### config.mk
export PLATFORM = sky130hd
export DESIGN_NAME = switchable_fir_with_clamp
export DESIGN_NICKNAME = d
export VERILOG_FILES = /design/src/hdl/sfir_pkg.sv /design/src/hdl/switchable_fir_with_clamp.sv /design/src/hdl/sfir_tap_cell.sv /design/src/hdl/sfir_post.sv
export SDC_FILE = /design/constraint.sdc
export NUM_CORES = 1
export LEC_CHECK = 0
export BUFFER_PORTS_ARGS = -buffer_cell sky130_fd_sc_hd__buf_4
export CAP_MARGIN = 20
export CORE_ASPECT_RATIO = 0.7
export CORE_MARGIN = 2
export CORE_UTILIZATION = 30
export CTS_CLUSTER_DIAMETER = 30
export DETAILED_ROUTE_END_ITERATION = 10
export PLACE_DENSITY = 0.43
export SLEW_MARGIN = 20
export SYNTH_ARGS = -nofsm -noshare
export SYNTH_HDL_FRONTEND = slang
export SYNTH_SLANG_ARGS = --single-unit
### constraint.sdc
create_clock -name aclk -period 8.5 [get_ports aclk]
set_clock_uncertainty 0.2 [all_clocks]
set_input_delay 0.425 -clock aclk [delete_from_list [all_inputs] [get_ports aclk]]
set_output_delay 0.425 -clock aclk [all_outputs]
set_load 0.01 [all_outputs]
### src/hdl/sfir_pkg.sv
// shared types and constants of the switchable fir filter with level clamp
package sfir_pkg;

    localparam int DELAY_TAPS = 4;
    localparam int SAMPLE_W   = 10;
    localparam int LEVEL_W    = 8;
    localparam int SUM_W      = 14;

    typedef logic [SAMPLE_W-1:0]     sample_t;
    typedef logic [LEVEL_W-1:0]      level_t;
    typedef logic signed [SUM_W-1:0] sum_t;

    // high-pass weights, newest sample first
    localparam int HP_WEIGHTS [DELAY_TAPS+1] = '{1, 2, -6, 2, 1};

    localparam sample_t HIST_RESET  = sample_t'(512);
    localparam sample_t SAMPLE_MAX  = sample_t'(1023);
    localparam level_t  LEVEL_RESET = level_t'(100);
    localparam level_t  LEVEL_FLOOR = level_t'(5);
    localparam level_t  LEVEL_DN_LO = level_t'(7);
    localparam level_t  LEVEL_STEP  = level_t'(2);
    localparam level_t  LEVEL_TOP   = level_t'(250);
    localparam level_t  LEVEL_CEIL  = level_t'(255);

    // divide by DELAY_TAPS+1 through a reciprocal: 52429 / 2^18 is exact for sums below 2^18
    localparam int RECIP_W   = 16;
    localparam int AVG_SHIFT = 18;
    localparam logic [RECIP_W-1:0] AVG_RECIP = RECIP_W'(52429);

    localparam logic FILTER_AVG = 1'b0;
    localparam logic FILTER_HP  = 1'b1;

endpackage

### src/hdl/switchable_fir_with_clamp.sv
// top level: five-tap fir with selectable average or high-pass mode and a clamped compare level
// an accepted input transaction passes the tap-sum register, then the output register, to m_tvalid
// throughput: one transaction per cycle unless m_tready back-pressure stalls it, through the
// tap chain and the two registered stages (tap sum, then scale and clamp)
// reset: synchronous on aresetn low; history cells load 512, mode is average, level is 100
module switchable_fir_with_clamp (
    input  logic        aclk,
    input  logic        aresetn,
    input  logic        s_tvalid,
    output logic        s_tready,
    input  logic [15:0] s_tdata,   // sample[9:0], down_press[10], toggle_press[11], up_press[12]
    output logic        m_tvalid,
    input  logic        m_tready,
    output logic [31:0] m_tdata,   // raw_sample[9:0], filtered[19:10], compare_level[27:20]
    output logic [0:0]  m_tuser    // filter_mode[0]
);

    localparam int NT = sfir_pkg::DELAY_TAPS;

    logic s_accept;
    logic a_ready;
    logic out_ready;

    sfir_pkg::sample_t s_sample;
    logic              s_down;
    logic              s_toggle;
    logic              s_up;

    logic              mode_reg;
    logic              mode_next;
    sfir_pkg::level_t  level_reg;
    sfir_pkg::level_t  level_next;
    sfir_pkg::level_t  level_dn;

    sfir_pkg::sample_t tap_chain [NT+1];
    sfir_pkg::sum_t    sum_chain [NT+1];

    logic              a_valid_reg;
    sfir_pkg::sum_t    a_sum_reg;
    logic              a_mode_reg;
    sfir_pkg::sample_t a_raw_reg;
    sfir_pkg::level_t  a_level_reg;

    sfir_pkg::sample_t post_filtered;

    logic              m_valid_reg;
    sfir_pkg::sample_t m_raw_reg;
    sfir_pkg::sample_t m_filt_reg;
    sfir_pkg::level_t  m_level_reg;
    logic              m_mode_reg;

    assign s_sample = s_tdata[sfir_pkg::SAMPLE_W-1:0];
    assign s_down   = s_tdata[10];
    assign s_toggle = s_tdata[11];
    assign s_up     = s_tdata[12];

    assign out_ready = !m_valid_reg || m_tready;
    assign a_ready   = !a_valid_reg || out_ready;
    assign s_tready  = a_ready;
    assign s_accept  = s_tvalid && a_ready;

    // presses apply in the order down, toggle, up
    always_comb begin
        if (s_down) begin
            if (level_reg <= sfir_pkg::LEVEL_DN_LO) begin
                level_dn = sfir_pkg::LEVEL_FLOOR;
            end else begin
                level_dn = level_reg - sfir_pkg::LEVEL_STEP;
            end
        end else begin
            level_dn = level_reg;
        end
        if (s_up) begin
            if (({1'b0, level_dn} + {1'b0, sfir_pkg::LEVEL_STEP}) > {1'b0, sfir_pkg::LEVEL_TOP}) begin
                level_next = sfir_pkg::LEVEL_CEIL;
            end else begin
                level_next = level_dn + sfir_pkg::LEVEL_STEP;
            end
        end else begin
            level_next = level_dn;
        end
        mode_next = mode_reg ^ s_toggle;
    end

    // newest sample always has weight one in both modes
    assign tap_chain[0] = s_sample;
    assign sum_chain[0] = sfir_pkg::sum_t'({1'b0, s_sample});

    for (genvar i = 0; i < NT; i++) begin : g_cell
        sfir_tap_cell #(
            .HP_WEIGHT (sfir_pkg::HP_WEIGHTS[i+1])
        ) u_cell (
            .aclk       (aclk),
            .aresetn    (aresetn),
            .shift_en   (s_accept),
            .hp_mode    (mode_next),
            .sample_in  (tap_chain[i]),
            .sum_in     (sum_chain[i]),
            .sample_out (tap_chain[i+1]),
            .sum_out    (sum_chain[i+1])
        );
    end

    sfir_post u_post (
        .sum      (a_sum_reg),
        .hp_mode  (a_mode_reg),
        .filtered (post_filtered)
    );

    always_ff @(posedge aclk) begin
        if (!aresetn) begin
            mode_reg    <= sfir_pkg::FILTER_AVG;
            level_reg   <= sfir_pkg::LEVEL_RESET;
            a_valid_reg <= 1'b0;
            m_valid_reg <= 1'b0;
        end else begin
            if (s_accept) begin
                mode_reg  <= mode_next;
                level_reg <= level_next;
            end
            if (a_ready) begin
                a_valid_reg <= s_tvalid;
            end
            if (out_ready) begin
                m_valid_reg <= a_valid_reg;
            end
        end
    end

    always_ff @(posedge aclk) begin
        if (s_accept) begin
            a_sum_reg   <= sum_chain[NT];
            a_mode_reg  <= mode_next;
            a_raw_reg   <= s_sample;
            a_level_reg <= level_next;
        end
        if (out_ready && a_valid_reg) begin
            m_raw_reg   <= a_raw_reg;
            m_filt_reg  <= post_filtered;
            m_level_reg <= a_level_reg;
            m_mode_reg  <= a_mode_reg;
        end
    end

    assign m_tvalid = m_valid_reg;
    assign m_tdata  = {4'b0, m_level_reg, m_filt_reg, m_raw_reg};
    assign m_tuser  = m_mode_reg;

    level_floor_a : assert property (@(posedge aclk) disable iff (!aresetn)
        level_reg >= sfir_pkg::LEVEL_FLOOR)
        else $error("compare level below floor");

    toggle_flips_a : assert property (@(posedge aclk) disable iff (!aresetn)
        s_accept && s_toggle |=> mode_reg != $past(mode_reg))
        else $error("toggle press did not swap filter mode");

    history_shift_a : assert property (@(posedge aclk) disable iff (!aresetn)
        s_accept |=> tap_chain[1] == $past(s_sample))
        else $error("newest history cell did not take the accepted sample");

    stage_hold_a : assert property (@(posedge aclk) disable iff (!aresetn)
        a_valid_reg && !out_ready |=> a_valid_reg && $stable(a_sum_reg))
        else $error("filter stage lost a transaction under back-pressure");

endmodule

### src/hdl/sfir_tap_cell.sv
// one delay cell of the filter chain: holds one past sample and adds its weighted term
module sfir_tap_cell #(
    parameter int HP_WEIGHT = 1
) (
    input  logic             aclk,
    input  logic             aresetn,
    input  logic             shift_en,
    input  logic             hp_mode,
    input  sfir_pkg::sample_t sample_in,
    input  sfir_pkg::sum_t    sum_in,
    output sfir_pkg::sample_t sample_out,
    output sfir_pkg::sum_t    sum_out
);

    localparam sfir_pkg::sum_t WEIGHT_S = sfir_pkg::sum_t'(HP_WEIGHT);

    sfir_pkg::sample_t sample_reg;
    sfir_pkg::sum_t    term;

    always_ff @(posedge aclk) begin
        if (!aresetn) begin
            sample_reg <= sfir_pkg::HIST_RESET;
        end else if (shift_en) begin
            sample_reg <= sample_in;
        end
    end

    always_comb begin
        term = sfir_pkg::sum_t'($signed({1'b0, sample_reg}));
        if (hp_mode == sfir_pkg::FILTER_HP) begin
            sum_out = sum_in + sfir_pkg::sum_t'(term * WEIGHT_S);
        end else begin
            sum_out = sum_in + term;
        end
    end

    assign sample_out = sample_reg;

endmodule

### src/hdl/sfir_post.sv
// scaling and clamping of the tap sum: divide by five or clamp the high-pass sum
module sfir_post (
    input  sfir_pkg::sum_t    sum,
    input  logic              hp_mode,
    output sfir_pkg::sample_t filtered
);

    localparam int PROD_W = sfir_pkg::SUM_W - 1 + sfir_pkg::RECIP_W;

    logic [PROD_W-1:0]             prod;
    logic [sfir_pkg::SAMPLE_W:0]   quot;

    always_comb begin
        // average sums are never negative, so the sign bit is dropped
        prod = PROD_W'(sum[sfir_pkg::SUM_W-2:0]) * PROD_W'(sfir_pkg::AVG_RECIP);
        quot = prod[sfir_pkg::AVG_SHIFT +: sfir_pkg::SAMPLE_W+1];
        if (hp_mode == sfir_pkg::FILTER_HP) begin
            if (sum < 0) begin
                filtered = '0;
            end else if (sum > sfir_pkg::sum_t'({1'b0, sfir_pkg::SAMPLE_MAX})) begin
                filtered = sfir_pkg::SAMPLE_MAX;
            end else begin
                filtered = sum[sfir_pkg::SAMPLE_W-1:0];
            end
        end else begin
            if (quot > {1'b0, sfir_pkg::SAMPLE_MAX}) begin
                filtered = sfir_pkg::SAMPLE_MAX;
            end else begin
                filtered = quot[sfir_pkg::SAMPLE_W-1:0];
            end
        end
    end

endmodule

## Word level (Yosys, flattened, before mapping)

Index checks and enable logic that the tools add are counted.

- Add/subtract/negate cells: 10
- $mul: 2
- Order comparisons: 5
- Mux-type cells: 11
- Bitwise gates (word level): 1
- Reduce and logical (&&, ||, !) cells: 6

Operator list:

| kind | count |
|---|---|
| $add A14 B11 Y14 | 3 |
| $mux W14 | 3 |
| $mux W10 | 4 |
| $mux W8 | 4 |
| $mul A13 B17 Y29 const B | 1 |
| $add A14 B12 Y14 | 1 |
| $add A14 B14 Y14 | 1 |
| $gt A14 B11 Y1 const B | 1 |
| $lt A14 B1 Y1 const B | 1 |
| $mul A11 B3 Y13 const B | 1 |
| $add A10 B11 Y12 | 1 |
| $add A10 B10 Y11 | 1 |
| $gt A11 B10 Y1 const B | 1 |
| $add A8 B2 Y9 const B | 1 |
| $gt A9 B8 Y1 const B | 1 |
| $add A8 B2 Y8 const B | 1 |
| $le A8 B3 Y1 const B | 1 |
| $sub A8 B2 Y8 const B | 1 |
| $logic_and A1 B1 Y1 | 2 |
| $logic_not A1 Y1 | 2 |
| $logic_or A1 B1 Y1 | 2 |
| $xor A1 B1 Y1 | 1 |

- Flip-flop bits (word level): 113
- Input port bits: 20
- Output and inout bits: 35
- Logic and storage cells: 51

## Longest topological paths before layout

- Depth in word-level cells: 7
- Gate-level depth with buffers: 30
- Gate-level depth less buffers: 28

## Cells and area by module

A second synthesis with hierarchy kept.

- Cell total of the unflattened synthesis: 1325
- Area total of the unflattened synthesis: 12635.9 um^2

Modules (own cells, without submodules):

| module | times used | cells an instance | area each (um^2) |
|---|---|---|---|
| sfir_post | 1 | 401 | 3608.5 |
| sfir_tap_cell at g_cell[0].u_cell ... | 2 | 183 | 1555.2 |
| switchable_fir_with_clamp | 1 | 196 | 2919.0 |
| sfir_tap_cell at g_cell[1].u_cell | 1 | 259 | 2098.3 |
| sfir_tap_cell at g_cell[3].u_cell | 1 | 103 | 899.6 |

## Worst setup path after synthesis

No wires, ideal clock.

- Path kind: flip-flop to flip-flop
- From: register a_sum_reg[11]
- To: register m_filt_reg[8] (data pin)
- Setup time: 0.259 ns
- Arrival time: 5.687 ns
- Data required time: 8.041 ns
- Slack: 2.354 ns
- Stages on the path, launching flop included: 17
- Path buffers: 0
- Cell sequence: edfxtp_1 > fa_1 > fa_1 > fa_1 > fa_1 > fa_1 > ha_1 > ha_1 > a21o_1 > a21o_1 > a2111oi_2 > nor3_1 > o31a_1 > a211o_1 > a21oi_2 > xnor2_2 > o31a_1

- Cells in the longest elaborated chain, start to end: 4
- Elaborated cells on any way between the ends: 8

RTL lines:

| item | RTL line | source |
|---|---|---|
| from (decl) | switchable_fir_with_clamp.sv:39 | `sfir_pkg::sum_t a_sum_reg;` |
| from (signal assigned) | switchable_fir_with_clamp.sv:132 | `a_sum_reg <= sum_chain[NT];` |
| $mul A13 B17 Y29 or $gt A14 B11 Y1 (tied branches) | sfir_post.sv:15, sfir_post.sv:20 |  |
| $gt A11 B10 Y1 or $mux W10 (tied branches) | sfir_post.sv:26, sfir_post.sv:20 |  |
| $mux W10 (on tied branches) | sfir_post.sv:26, sfir_post.sv:18 |  |
| $mux W10 (*) | sfir_post.sv:17 | `if (hp_mode == sfir_pkg::FILTER_HP) begin` |
| net post_filtered[8] | switchable_fir_with_clamp.sv:44 | `sfir_pkg::sample_t post_filtered;` |
| to (signal assigned) | switchable_fir_with_clamp.sv:139 | `m_filt_reg <= post_filtered;` |
| to (decl) | switchable_fir_with_clamp.sv:48 | `sfir_pkg::sample_t m_filt_reg;` |

Mark *: on every way through the listed nets, which the timed path passes. The rest lies on a longest branch.
A chain may end at the register's enable or synchronous reset.

## Worst setup path after layout

- From: input port s_tdata[1]
- To: register a_sum_reg[13] (data pin)

- Cells in the longest elaborated chain, start to end: 7
- Elaborated cells on any way between the ends: 10

RTL lines:

| item | RTL line | source |
|---|---|---|
| from (decl) | switchable_fir_with_clamp.sv:11 | `input logic [15:0] s_tdata,` |
| $add A10 B11 Y12 or $add A10 B10 Y11 (tied branches) | sfir_tap_cell.sv:31, sfir_tap_cell.sv:33 |  |
| $mux W14 (*) | sfir_tap_cell.sv:30 | `if (hp_mode == sfir_pkg::FILTER_HP) begin` |
| $add A14 B11 Y14 or $add A14 B14 Y14 (tied branches) | sfir_tap_cell.sv:33, sfir_tap_cell.sv:31 |  |
| $mux W14 (*) | sfir_tap_cell.sv:30 |  |
| $add A14 B11 Y14 or $add A14 B12 Y14 (tied branches) | sfir_tap_cell.sv:33, sfir_tap_cell.sv:31 |  |
| $mux W14 (*) | sfir_tap_cell.sv:30 |  |
| $add A14 B11 Y14 (*) | sfir_tap_cell.sv:31, sfir_tap_cell.sv:33 |  |
| net g_cell[3].u_cell.sum_out[13] | sfir_tap_cell.sv:12 | `output sfir_pkg::sum_t sum_out` |

Marks and branches as above.

==> results.txt <==
- For this run, the register share of the synthesized area comes to 25.6%.
- Number of buffers added by the clock tree synthesis step: 17
* Unrepaired setup endpoints after global routing: false
- Path depth of the worst reg2reg path: 16
- Max-cap violations in this run came to 0.
- Critical path class: input port to register
* Reg-to-reg critical path endpoint: m_filt_reg[0]
- Wirelength, routed: 27,900 microns
- The synthesized design contains 113 register bits.
* GRT Total Usage: 15.1%
* Time the worst path needs with I/O delays and setup: 6.69 ns
- Global routing finished with a remaining overflow of 0.
- Biggest area consumer among synthesized cells: sky130_fd_sc_hd__ha_1
* Crit-path slowest cell: sky130_fd_sc_hd__dlygate4sd3_1
* Initial antenna violation count: 0
- The run finished with clean final reports.
- For this configuration, the core starts out at a cell density of 30.4%.
- Number of enable flip-flop cells after synthesis: between 60 and 70
* Placed instance area: 12,100 sq um
- The synthesized netlist devotes 13.4% of its cell area to simple gates.
* Adder-cell share of the synthesized area: 32.3%
- Flop-to-flop setup slack: 1.86 ns
- After floorplanning, the core was sized to cover 37,100 sq um.
- Synthesis instantiated 71 different standard cells from the library.
* TritonCTS clock tree: done
- Data arrival time at the worst-slack endpoint: 6.66 ns
- Yosys warnings: 0
- The worst hold path passes through 3 cells.
* Post-layout worst setup margin: roughly 1.8 ns
- Pre-CTS setup slack: 1.86 ns
- Routability Congestion: slightly below 0.8
* Worst-case hold path end point: a_valid_reg
* Post-CTS repair timing setup buffer count: 0
- Delay contributed by the slowest stage of the critical path: roughly 0.53 ns
- Per-instance average area after synthesis: 9.24 sq um
* I/O pin cnt: 55
- The path class of the tightest hold or removal check is input port to register.
* Area added between synthesis and finish: 14.0%
- Insertion delay to the later sink of the worst-skew pair: 0.44 ns
* Largest net degree at the start of global routing: 54
* Worst flop-to-flop path startpoint: a_sum_reg[12]
* Synth Instances: 1,219
- Count of fill cells added during filler insertion: 3,813
- DRC errors left: 0
* Flip-flop cell with the highest count after synthesis: sky130_fd_sc_hd__edfxtp_1
* Final count of negative-setup-slack endpoints: 0
- Xor-xnor portion of the synthesized cell area: 6.29%
- Static timing analysis puts the maximum clock frequency at 0.150 GHz.
- The startpoint identified for the worst hold timing path is s_tvalid.
- The clock drives 113 sinks.
- For the worst setup path, the data required time is between 8 and 9 ns.
- Summing every instance area after synthesis gives 11,300 sq um.
- Of all flip-flops after synthesis, the portion carrying an async set or reset was 0%.
- Summing all non-filler instances in the final layout gives an area of 12,800 sq um.
* Final count of hold timing violations: 0
* Length of the first detailed-routing pass in iterations: 5
- Transition time of the tightest slew-check pin: 0.742 ns
* Wire length of the first global-routing pass: 46,300 microns
- In this run the tightest slew margin relative to its limit is 50.1%.
* Share of synthesized area spent on multiplexers: less than 1%
- Using the TritonRoute via totals, the vias-per-cell ratio works out to a little under 5.
- Cell type with the highest occurrence count on the critical path: sky130_fd_sc_hd__ha_1
* Post-route clock period utilization: 78.7%
- DIE AREA: around 40,000 sq um
- The tree is rooted in a sky130_fd_sc_hd__clkbuf_16.
- The detail route stage leaves a number of antenna-violating nets equal to 0.
* Routed WL per cell: roughly 16 microns
- Along the worst path, the maximum fanout reaches 6.
- Combinational family with the most area after synthesis: adder cells
- Share of final-layout standard cells stronger than drive strength 1: about 7.7%
- Via count of the first global-routing pass: 8,261
- STA classifies the critical path startpoint as an input port.
- After synthesis, the cell types taking the most area are sky130_fd_sc_hd__ha_1 (22%), sky130_fd_sc_hd__edfxtp_1 (17%), sky130_fd_sc_hd__fa_1 (10%), sky130_fd_sc_hd__dfxtp_1 (9.1%), sky130_fd_sc_hd__nand2_1 (5.0%).
- After floorplanning, the core was divided into slightly below 60 placement rows.
- For this block, the initial DRC count from the detailed router was 622.
- Die span in x: 236 microns
- CP endpoint kind: register
- The final route contains 8,580 vias.
- Number of flip-flops in the largest register: 40
- Clock tree buffer depth: 2
- Aggregate negative setup slack: 0 ns
- H-tree Lvls: 4
* Quantity of I/O buffers inserted on ports: 47
- Final HPWL DP: 21,500 microns
* Final net count: approximately 1,500
- Die height: 166 microns
* Final Slew Violations: 0
* Ant diodes: 0
* CTS clk-pin slew, worst paths: 0.06 ns
* Post-synthesis compound-gate area fraction: 16.6%
* Proportion of netlist area held by the largest area contributor: 22.1%
cells by family after synthesis:
logic type      after synthesis
compound gates              279
xor+xnor                     80
fa+ha+maj                   257
buf+inv                     158
flops                       113
mux                           4
other cells                   1
simple gates                327
placed cells by master (no fill, tap or decap), types with 9 or more instances in the layout:
cell	instances
sky130_fd_sc_hd__nor3_1	21
sky130_fd_sc_hd__dfxtp_1	51
sky130_fd_sc_hd__a21oi_1	66
sky130_fd_sc_hd__fa_1	57
sky130_fd_sc_hd__o31a_1	15
sky130_fd_sc_hd__o21ai_0	41
sky130_fd_sc_hd__xnor2_1	48
sky130_fd_sc_hd__clkbuf_16	17
sky130_fd_sc_hd__nand3_1	19
sky130_fd_sc_hd__edfxtp_1	62
sky130_fd_sc_hd__nor2b_1	16
sky130_fd_sc_hd__o21bai_1	14
sky130_fd_sc_hd__or3_1	10
sky130_fd_sc_hd__inv_1	122
sky130_fd_sc_hd__a21o_1	21
sky130_fd_sc_hd__o21ai_1	10
sky130_fd_sc_hd__ha_1	199
sky130_fd_sc_hd__nand2_1	149
sky130_fd_sc_hd__xor2_1	30
sky130_fd_sc_hd__nor2_1	63
sky130_fd_sc_hd__and3_1	9
sky130_fd_sc_hd__o21a_1	18
sky130_fd_sc_hd__a21boi_0	36
sky130_fd_sc_hd__buf_4	51
synthesized netlist by cell type, types with 3 or more instances:
cell                        number
sky130_fd_sc_hd__fa_1           57
sky130_fd_sc_hd__o21ai_0        41
sky130_fd_sc_hd__a21oi_1        66
sky130_fd_sc_hd__clkbuf_1       26
sky130_fd_sc_hd__buf_4           4
sky130_fd_sc_hd__a31oi_1         3
sky130_fd_sc_hd__nor4_1          3
sky130_fd_sc_hd__or3_1          10
sky130_fd_sc_hd__o211a_1         3
sky130_fd_sc_hd__o21bai_1       14
sky130_fd_sc_hd__inv_1         122
sky130_fd_sc_hd__o31a_1         15
sky130_fd_sc_hd__a21boi_0       36
sky130_fd_sc_hd__nor2_1         63
sky130_fd_sc_hd__o41ai_1         3
sky130_fd_sc_hd__xnor2_1        49
sky130_fd_sc_hd__nand3b_1        5
sky130_fd_sc_hd__nor3_1         21
sky130_fd_sc_hd__mux2i_1         3
sky130_fd_sc_hd__nand3_1        19
sky130_fd_sc_hd__a21o_1         21
sky130_fd_sc_hd__o21ai_1        10
sky130_fd_sc_hd__and3_1          9
sky130_fd_sc_hd__ha_1          199
sky130_fd_sc_hd__nand4_1         7
sky130_fd_sc_hd__nand4b_1        4
sky130_fd_sc_hd__edfxtp_1       62
sky130_fd_sc_hd__nand2b_1        4
sky130_fd_sc_hd__o31ai_1         6
sky130_fd_sc_hd__a21boi_1        4
sky130_fd_sc_hd__a211oi_1        6
sky130_fd_sc_hd__dfxtp_1        51
sky130_fd_sc_hd__nand2_1       150
sky130_fd_sc_hd__o211ai_1        7
sky130_fd_sc_hd__nor2b_1        17
sky130_fd_sc_hd__o21a_1         18
sky130_fd_sc_hd__and2_1          3
sky130_fd_sc_hd__o2111ai_1       7
sky130_fd_sc_hd__xor2_1         30
sky130_fd_sc_hd__o22ai_1         3
worst max path at each step:
stage / to / start / slack, ns
finish: a_sum_reg[13] / s_tdata[1] / 1.81
global route: a_sum_reg[11] / s_tdata[1] / 1.30
CTS: m_filt_reg[0] / a_sum_reg[12] / 1.82
detailed placement: m_filt_reg[0] / a_sum_reg[12] / 1.86
global placement: m_filt_reg[6] / a_sum_reg[12] / 1.82
floorplan: m_filt_reg[8] / a_sum_reg[11] / 2.35
per-stage QoR:
stage / instances / util [%] / hold slack [ns]
final: 1768 / 34.6 / 0.0374
after global routing: 1768 / 34.6 / 0.0216
after CTS: 1767 / 34.6 / 0.0102
after detailed placement: 1728 / 32.8 / 0.205
after global placement: 1728 / 32.8 / 0.201
after floorplan: 1222 / - / 0.200
timing repair:
action | CTS | global route
resized for setup | 0 | 0
endpoints found under the hold margin | 7 | 0
hold buffers | 7 | 0
endpoints found under the setup margin | 0 | 0
metal layers:
metal / track usage, % / vias to the layer above / wire length [microns]
met2: 19.3 / 118 / 10100
met3: 2.61 / 19 / 837
met5: 0 / - / 0
li1: - / 4395 / -
met1: 25.1 / 4048 / 16700
met4: 3.54 / 0 / 273
worst max-delay path, delay by kind of cell:
| kind | cells | cell delay, ns |
|---|---|---|
| AO/OA/AOI/OAI | 8 | 1.60 |
| XOR/XNOR | 3 | 0.47 |
| adder cells (fa/ha/maj) | 5 | 1.72 |
| AND/OR/NAND/NOR | 9 | 1.63 |
| buffers and inverters | 2 | 0.69 |
| multiplexers | 1 | 0.11 |
layout make-up:
cell class	count	area, sq um	area share (%)
Sequential cell	113	2880	22.5
Tap cell	488	611	4.76
Inverter	125	470	3.67
Multi-Input combinational cell	951	7800	60.8
Clock buffer	20	457	3.56
Clock inverter	12	135	1.05
Timing Repair Buffer	59	480	3.74
Power is not shown: default switching activity piles up to over one toggle a cycle in this logic, so the estimate is an artifact.
